File: config.mk
export PLATFORM = sky130hd
export DESIGN_NAME = insertion_sorter_core
export DESIGN_NICKNAME = d
export VERILOG_FILES = /design/src/rtl/ins_sort_pkg.sv /design/src/rtl/ins_sort_ram.sv /design/src/rtl/ins_sort_seq.sv /design/src/rtl/insertion_sorter_core.sv
export SDC_FILE = /design/constraint.sdc
export NUM_CORES = 2
export LEC_CHECK = 0
export BUFFER_PORTS_ARGS = -buffer_cell sky130_fd_sc_hd__buf_4
export CAP_MARGIN = 25
export CORE_MARGIN = 2
export CORE_UTILIZATION = 29
export DETAILED_ROUTE_END_ITERATION = 8
export MAX_ROUTING_LAYER = met4
export PLACE_DENSITY = 0.52
export SLEW_MARGIN = 20
export SYNTH_ARGS = -nofsm -noshare
export SYNTH_HDL_FRONTEND = slang
export SYNTH_HIERARCHICAL = 1
export SYNTH_SLANG_ARGS = --single-unit
File: constraint.sdc
create_clock -name i_clk -period 5.9 [get_ports i_clk]
set_input_delay 0.885 -clock i_clk [delete_from_list [all_inputs] [get_ports i_clk]]
set_output_delay 0.885 -clock i_clk [all_outputs]
set_load 0.02 [all_outputs]
File: src/rtl/ins_sort_pkg.sv
// ----------------------------------------------------------------------------
// ins_sort_pkg: shared types and constants of the insertion sorter
// Field widths, list capacity, item types and the control groups that pass
// between the sequencer and the top level.
// ----------------------------------------------------------------------------
package ins_sort_pkg;

    localparam int MAX_LEN    = 64;
    localparam int DATA_WIDTH = 32;
    localparam int ADDR_W     = $clog2(MAX_LEN);
    // One extra bit so that a full store can be counted.
    localparam int COUNT_W    = ADDR_W + 1;

    typedef struct packed {
        logic signed [DATA_WIDTH-1:0] value;
        logic                         is_last;
    } t_in_item;

    typedef struct packed {
        logic signed [DATA_WIDTH-1:0] sorted_value;
        logic                         end_of_list;
        logic                         overflowed;
    } t_out_item;

    typedef struct packed {
        logic                  we;
        logic [ADDR_W-1:0]     waddr;
        logic [DATA_WIDTH-1:0] wdata;
        logic                  re;
        logic [ADDR_W-1:0]     raddr;
    } t_ram_req;

    typedef struct packed {
        logic      load;
        t_out_item item;
    } t_emit;

    typedef struct packed {
        logic [COUNT_W-1:0] count;
        logic               emitting;
    } t_seq_status;

    typedef enum logic [4:0] {
        S_IDLE    = 5'b00001,
        S_SHIFT   = 5'b00010,
        S_PLACE   = 5'b00100,
        S_EMIT_RD = 5'b01000,
        S_EMIT    = 5'b10000
    } t_state;

endpackage

File: src/rtl/ins_sort_ram.sv
// ----------------------------------------------------------------------------
// ins_sort_ram: simple dual-port synchronous RAM
// One write port and one read port with a registered read; the read data
// holds while no read is enabled.
// ----------------------------------------------------------------------------
module ins_sort_ram #(
    parameter int DEPTH = 64,
    parameter int WIDTH = 32
) (
    input  logic                     i_clk,
    input  logic                     i_we,
    input  logic [$clog2(DEPTH)-1:0] i_waddr,
    input  logic [WIDTH-1:0]         i_wdata,
    input  logic                     i_re,
    input  logic [$clog2(DEPTH)-1:0] i_raddr,
    output logic [WIDTH-1:0]         o_rdata
);

    logic [WIDTH-1:0] r_mem [DEPTH];
    logic [WIDTH-1:0] r_rdata;

    always_ff @(posedge i_clk) begin
        if (i_we) begin
            r_mem[i_waddr] <= i_wdata;
        end
    end

    always_ff @(posedge i_clk) begin
        if (i_re) begin
            r_rdata <= r_mem[i_raddr];
        end
    end

    assign o_rdata = r_rdata;

endmodule

File: src/rtl/ins_sort_seq.sv
// ----------------------------------------------------------------------------
// ins_sort_seq: insertion and read-out sequencer
// Walks the stored list downward from its top, moving each larger entry up
// by one place per cycle, then writes the new value into the gap. On the
// final item of a list it reads the store out in ascending order.
// ----------------------------------------------------------------------------
module ins_sort_seq (
    input  logic                            i_clk,
    input  logic                            i_rst_n,
    input  logic                            i_in_valid,
    input  ins_sort_pkg::t_in_item          i_in_item,
    output logic                            o_in_stall,
    input  logic                            i_out_free,
    input  logic [ins_sort_pkg::DATA_WIDTH-1:0] i_rdata,
    output ins_sort_pkg::t_ram_req          o_ram_req,
    output ins_sort_pkg::t_emit             o_emit,
    output ins_sort_pkg::t_seq_status       o_status
);

    import ins_sort_pkg::*;

    t_state                       r_state, n_state;
    logic [COUNT_W-1:0]           r_count, n_count;
    logic                         r_ovf, n_ovf;
    logic signed [DATA_WIDTH-1:0] r_val, n_val;
    logic                         r_last, n_last;
    logic [ADDR_W-1:0]            r_pos, n_pos;
    logic [ADDR_W-1:0]            r_k, n_k;
    logic signed [DATA_WIDTH-1:0] rd_val;
    logic                         finish;

    assign rd_val = $signed(i_rdata);

    always_comb begin
        n_state   = r_state;
        n_count   = r_count;
        n_ovf     = r_ovf;
        n_val     = r_val;
        n_last    = r_last;
        n_pos     = r_pos;
        n_k       = r_k;
        finish    = 1'b0;
        o_ram_req = '0;
        o_emit    = '0;

        unique case (r_state)
            S_IDLE: begin
                if (i_in_valid) begin
                    if (r_count == COUNT_W'(MAX_LEN)) begin
                        n_ovf = 1'b1;
                        if (i_in_item.is_last) begin
                            n_state = S_EMIT_RD;
                        end
                    end else if (r_count == '0) begin
                        o_ram_req.we    = 1'b1;
                        o_ram_req.waddr = '0;
                        o_ram_req.wdata = i_in_item.value;
                        n_count         = COUNT_W'(1);
                        if (i_in_item.is_last) begin
                            n_state = S_EMIT_RD;
                        end
                    end else begin
                        n_val           = i_in_item.value;
                        n_last          = i_in_item.is_last;
                        n_pos           = r_count[ADDR_W-1:0];
                        o_ram_req.re    = 1'b1;
                        o_ram_req.raddr = ADDR_W'(r_count - COUNT_W'(1));
                        n_state         = S_SHIFT;
                    end
                end
            end
            S_SHIFT: begin
                // The read data is the entry just below the gap at r_pos.
                o_ram_req.we    = 1'b1;
                o_ram_req.waddr = r_pos;
                if (rd_val > r_val) begin
                    o_ram_req.wdata = i_rdata;
                    n_pos           = r_pos - ADDR_W'(1);
                    if (r_pos == ADDR_W'(1)) begin
                        n_state = S_PLACE;
                    end else begin
                        o_ram_req.re    = 1'b1;
                        o_ram_req.raddr = r_pos - ADDR_W'(2);
                    end
                end else begin
                    o_ram_req.wdata = r_val;
                    finish          = 1'b1;
                end
            end
            S_PLACE: begin
                o_ram_req.we    = 1'b1;
                o_ram_req.waddr = '0;
                o_ram_req.wdata = r_val;
                finish          = 1'b1;
            end
            S_EMIT_RD: begin
                o_ram_req.re    = 1'b1;
                o_ram_req.raddr = '0;
                n_k             = '0;
                n_state         = S_EMIT;
            end
            S_EMIT: begin
                if (i_out_free) begin
                    o_emit.load                   = 1'b1;
                    o_emit.item.sorted_value      = rd_val;
                    o_emit.item.overflowed        = r_ovf;
                    o_emit.item.end_of_list       =
                        ({1'b0, r_k} + COUNT_W'(1)) == r_count;
                    if (o_emit.item.end_of_list) begin
                        n_count = '0;
                        n_ovf   = 1'b0;
                        n_state = S_IDLE;
                    end else begin
                        o_ram_req.re    = 1'b1;
                        o_ram_req.raddr = r_k + ADDR_W'(1);
                        n_k             = r_k + ADDR_W'(1);
                    end
                end
            end
            default: begin
                n_state = S_IDLE;
            end
        endcase

        if (finish) begin
            n_count = r_count + COUNT_W'(1);
            n_state = r_last ? S_EMIT_RD : S_IDLE;
        end
    end

    always_ff @(posedge i_clk) begin
        if (!i_rst_n) begin
            r_state <= S_IDLE;
            r_count <= '0;
            r_ovf   <= 1'b0;
        end else begin
            r_state <= n_state;
            r_count <= n_count;
            r_ovf   <= n_ovf;
        end
    end

    always_ff @(posedge i_clk) begin
        r_val  <= n_val;
        r_last <= n_last;
        r_pos  <= n_pos;
        r_k    <= n_k;
    end

    assign o_in_stall        = (r_state != S_IDLE);
    assign o_status.count    = r_count;
    assign o_status.emitting = (r_state == S_EMIT) || (r_state == S_EMIT_RD);

endmodule

File: src/rtl/insertion_sorter_core.sv
// ----------------------------------------------------------------------------
// insertion_sorter_core: streaming insertion sort of signed lists
// Channel   Direction  Payload      Handshake
// in        input      t_in_item    i_in_valid / o_in_stall
// out       output     t_out_item   o_out_valid / i_out_stall
// An item is written straight into an empty store and dropped when the store
// is already full; otherwise the top entry is read, each larger entry moves
// up one place, and the item is written into the gap, as the store has only
// one read port and one write port.
// After the final item of a list the first entry is read, then one result
// per cycle while out is not stalled. Reset clears the count, the overflow
// flag and the output valid; the store contents are never cleared.
// ----------------------------------------------------------------------------
module insertion_sorter_core (
    input  logic                    i_clk,
    input  logic                    i_rst_n,
    input  logic                    i_in_valid,
    input  ins_sort_pkg::t_in_item  i_in_item,
    output logic                    o_in_stall,
    output logic                    o_out_valid,
    output ins_sort_pkg::t_out_item o_out_item,
    input  logic                    i_out_stall
);

    import ins_sort_pkg::*;

    t_ram_req              ram_req;
    t_emit                 emit;
    t_seq_status           status;
    logic [DATA_WIDTH-1:0] rdata;
    logic                  out_free;
    logic                  r_out_valid;
    t_out_item             r_out_item;

    assign out_free = !r_out_valid || !i_out_stall;

    ins_sort_ram #(
        .DEPTH (MAX_LEN),
        .WIDTH (DATA_WIDTH)
    ) u_ram (
        .i_clk   (i_clk),
        .i_we    (ram_req.we),
        .i_waddr (ram_req.waddr),
        .i_wdata (ram_req.wdata),
        .i_re    (ram_req.re),
        .i_raddr (ram_req.raddr),
        .o_rdata (rdata)
    );

    ins_sort_seq u_seq (
        .i_clk      (i_clk),
        .i_rst_n    (i_rst_n),
        .i_in_valid (i_in_valid),
        .i_in_item  (i_in_item),
        .o_in_stall (o_in_stall),
        .i_out_free (out_free),
        .i_rdata    (rdata),
        .o_ram_req  (ram_req),
        .o_emit     (emit),
        .o_status   (status)
    );

    // Output register: it holds each sorted item while out is stalled.
    always_ff @(posedge i_clk) begin
        if (!i_rst_n) begin
            r_out_valid <= 1'b0;
        end else if (emit.load) begin
            r_out_valid <= 1'b1;
        end else if (!i_out_stall) begin
            r_out_valid <= 1'b0;
        end
    end

    always_ff @(posedge i_clk) begin
        if (emit.load) begin
            r_out_item <= emit.item;
        end
    end

    assign o_out_valid = r_out_valid;
    assign o_out_item  = r_out_item;

`ifndef SYNTHESIS
    a_count_bound: assert property (@(posedge i_clk) disable iff (!i_rst_n)
        status.count <= COUNT_W'(MAX_LEN))
        else $error("held count exceeds capacity");

    a_load_free: assert property (@(posedge i_clk) disable iff (!i_rst_n)
        emit.load |-> (!r_out_valid || !i_out_stall))
        else $error("output register overwritten while stalled");

    a_no_accept_emit: assert property (@(posedge i_clk) disable iff (!i_rst_n)
        status.emitting |-> o_in_stall)
        else $error("input taken during read-out");

    a_end_clears: assert property (@(posedge i_clk) disable iff (!i_rst_n)
        (emit.load && emit.item.end_of_list) |=> (status.count == '0))
        else $error("count not cleared after list end");
`endif

endmodule

==> metrics.cfg <==
[critical_path]
reg2reg_from=u_ram/o_rdata[31]
end_kind=flip-flop
critical_path.endpoint=u_ram/o_rdata[3]
required_ns=6.47
r2r_slack_ns=0.13
startpoint_kind_of_the_worst_setup_timing_path=flip-flop
critPathArrivalTime_ns=6.34
setup.worst_path.start=u_ram/o_rdata[31]
timing.rr.end=u_ram/o_rdata[3]
crit_type=flip-flop to flip-flop
critical_path.max_fanout=22
reg2reg_depth=17

[place]
place.detailed.hpwl_mm=142
dp_slack_ns=-0.302
placedCellCount=7890
finalWeightedCongestion=0.808
port_buffers=72

[yosys]
synth_warnings=6
netlist_area_um2=84200
mapped_cells=3841
synthesis.area_per_instance_um2=21.9
synthesis.nets=3917

[drt]
router_iterations_before_antenna_repair=7
routed-wl-met2_mm=114
met3WireLength_mm=16.3
route.antenna.remaining_nets=0
met1_length_mm=105
route.top_layer_used=met4
number_of_vias_in_the_routed_layout=41900
viasPerCell=5.05
totalWireLength_mm=240
drc_errors=0
avgRoutedWirePerCell_um=28.9
dr.first_iter.drc_count=4838

[clock_tree]
clock_latency_ns=0.86
tritoncts=done
post_cts_hold_buffer_count=0
cts_htree_levels=4
max-clock-path-buffers=3
cts_sinks=2173
total_clock_buffers_created_by_cts=210
clkSlewWorstSetupHoldPaths_ns=0.07
clock_tree.root_cell=clkbuf_16

[power]
vdd_ir_drop_max_mv=0.323
power.density_cell_area_nw_per_um2=374
p_leak_nw=30.5

[sta]
setup_viol_count_final=0
worst_margin_pin_slew_ns=1.15
finalWorstSetupSlack_ns=0.132
final_min_period_over_clock_period_pct=97.8
max_freq_mhz=173
fin_worst_skew_ns=0.0643
final_period_minus_worst_setup_slack_ns=5.77
slew-limit-headroom_pct=22.5
hold_violations=0
rsz_0062_raised_after_global_routing=false
finalMaxSlewViolations=0

[die]
initial_utilization_pct=29.2
die_x_um=543
core.rowCount=197
num_io_pins=73
floorplan.die.height_um=543
fp.coreArea_um2=289000
die_area_um2=295000

[layout]
area_delta_synth_final_pct=18.2
most_frequent_cells_in_the_layout=2159 x edfxtp_1, 544 x mux4_2, 310 x buf_4
final-instance-count-excl-fill=8297
fillerInstances=26800
layout_commonest_cell=edfxtp_1
nets=4302
final_layout_size_suffix_gt1_share_pct=30.7

[global_routing]
grt.total_usage_pct=16.5
grt_max_degree=69
gr-total-overflow=0
wire_length_of_the_first_global_routing_pass_mm=335
via_count_of_the_first_global_routing_pass=42300
grt_antenna_before_repair=14

[run_status]
run_status=finished clean

[job]
max_cap_violations=0

[min_path]
hold_path.class=primary input to flip-flop

per-layer routing:
layer / GRT usage (%) / up-vias
met5: - / -
met4: 3.56 / 0
met3: 2.77 / 269
met2: 25.6 / 1519
met1: 22.9 / 23100
li1: - / 17000
critical path: stages, from the launching register on:
cell	delay (ns)
edfxtp_1	0.52
ha_2	0.51
nand4_1	0.26
nor4_2	0.42
buf_4	0.24
o31ai_1	0.11
a31oi_1	0.24
o21ai_2	0.09
or3_1	0.41
buf_4	0.22
o21bai_4	0.20
buf_12	0.27
buf_12	0.23
buf_4	0.28
mux4_2	0.37
mux4_2	0.50
o22ai_1	0.37
nor2_1	0.21
how the worst min path moves through the flow:
stage | to | start | slack [ns] | depth (start not counted)
after global routing | u_seq/r_val[12] | i_in_item[13] | 0.17 | 1
after floorplan | u_seq/r_ovf | u_seq/r_ovf | 0.47 | 2
after CTS | u_seq/r_val[12] | i_in_item[13] | 0.16 | 1
after global placement | u_seq/r_ovf | u_seq/r_ovf | 0.49 | 2
after detailed placement | u_seq/r_ovf | u_seq/r_ovf | 0.50 | 2
final | u_seq/r_val[12] | i_in_item[13] | 0.22 | 1
layout make-up:
| class | instances | area [µm²] | area share, % |
|---|---|---|---|
| sequential | 2173 | 65100 | 65.4 |
| multi-input combinational | 1416 | 19000 | 19.0 |
| clock buffer | 251 | 5430 | 5.45 |
| tap | 3880 | 4850 | 4.88 |
| timing repair buffer | 376 | 3680 | 3.69 |
| clock inverter | 143 | 1320 | 1.32 |
| inverter | 49 | 184 | 0.185 |
| antenna | 9 | 22.5 | 0.0226 |
through the flow:
stage	cell area (µm²)	TNS, ns	total power (W)	hold slack, ns	utilization, %
floorplan	84200	0	0.0215	0.469	-
global placement	92500	-2.98	0.0242	0.488	32.1
detailed placement	92600	-0.682	0.0243	0.495	32.1
CTS	99400	0	0.0375	0.159	34.4
global route	99500	0	0.0384	0.171	34.5
finish	99600	0	0.0372	0.217	34.5
power by group:
part           total [W]  switching (W)  internal [W]
Sequential        0.0180       0.000131        0.0179
Clock             0.0133        0.00586       0.00741
Combinational    0.00588        0.00370       0.00218
flip-flops by register name (all words and copies together) (netlist names):
register / flops
o_out_item: 34
o_out_valid: 1
u_ram/o_rdata: 32
u_ram/r_mem: 2048
u_seq/r_count: 7
u_seq/r_k: 6
u_seq/r_last: 1
u_seq/r_ovf: 1
u_seq/r_pos: 6
u_seq/r_state: 5
u_seq/r_val: 32
repair_timing:
| action | 4_1_cts | 5_1_grt |
|---|---|---|
| gates resized for setup | 6 | 8 |
| setup endpoints to repair | 7 | 10 |
| buffers inserted | 1 | 0 |
Note: power is estimated with default switching activity, not from simulation.
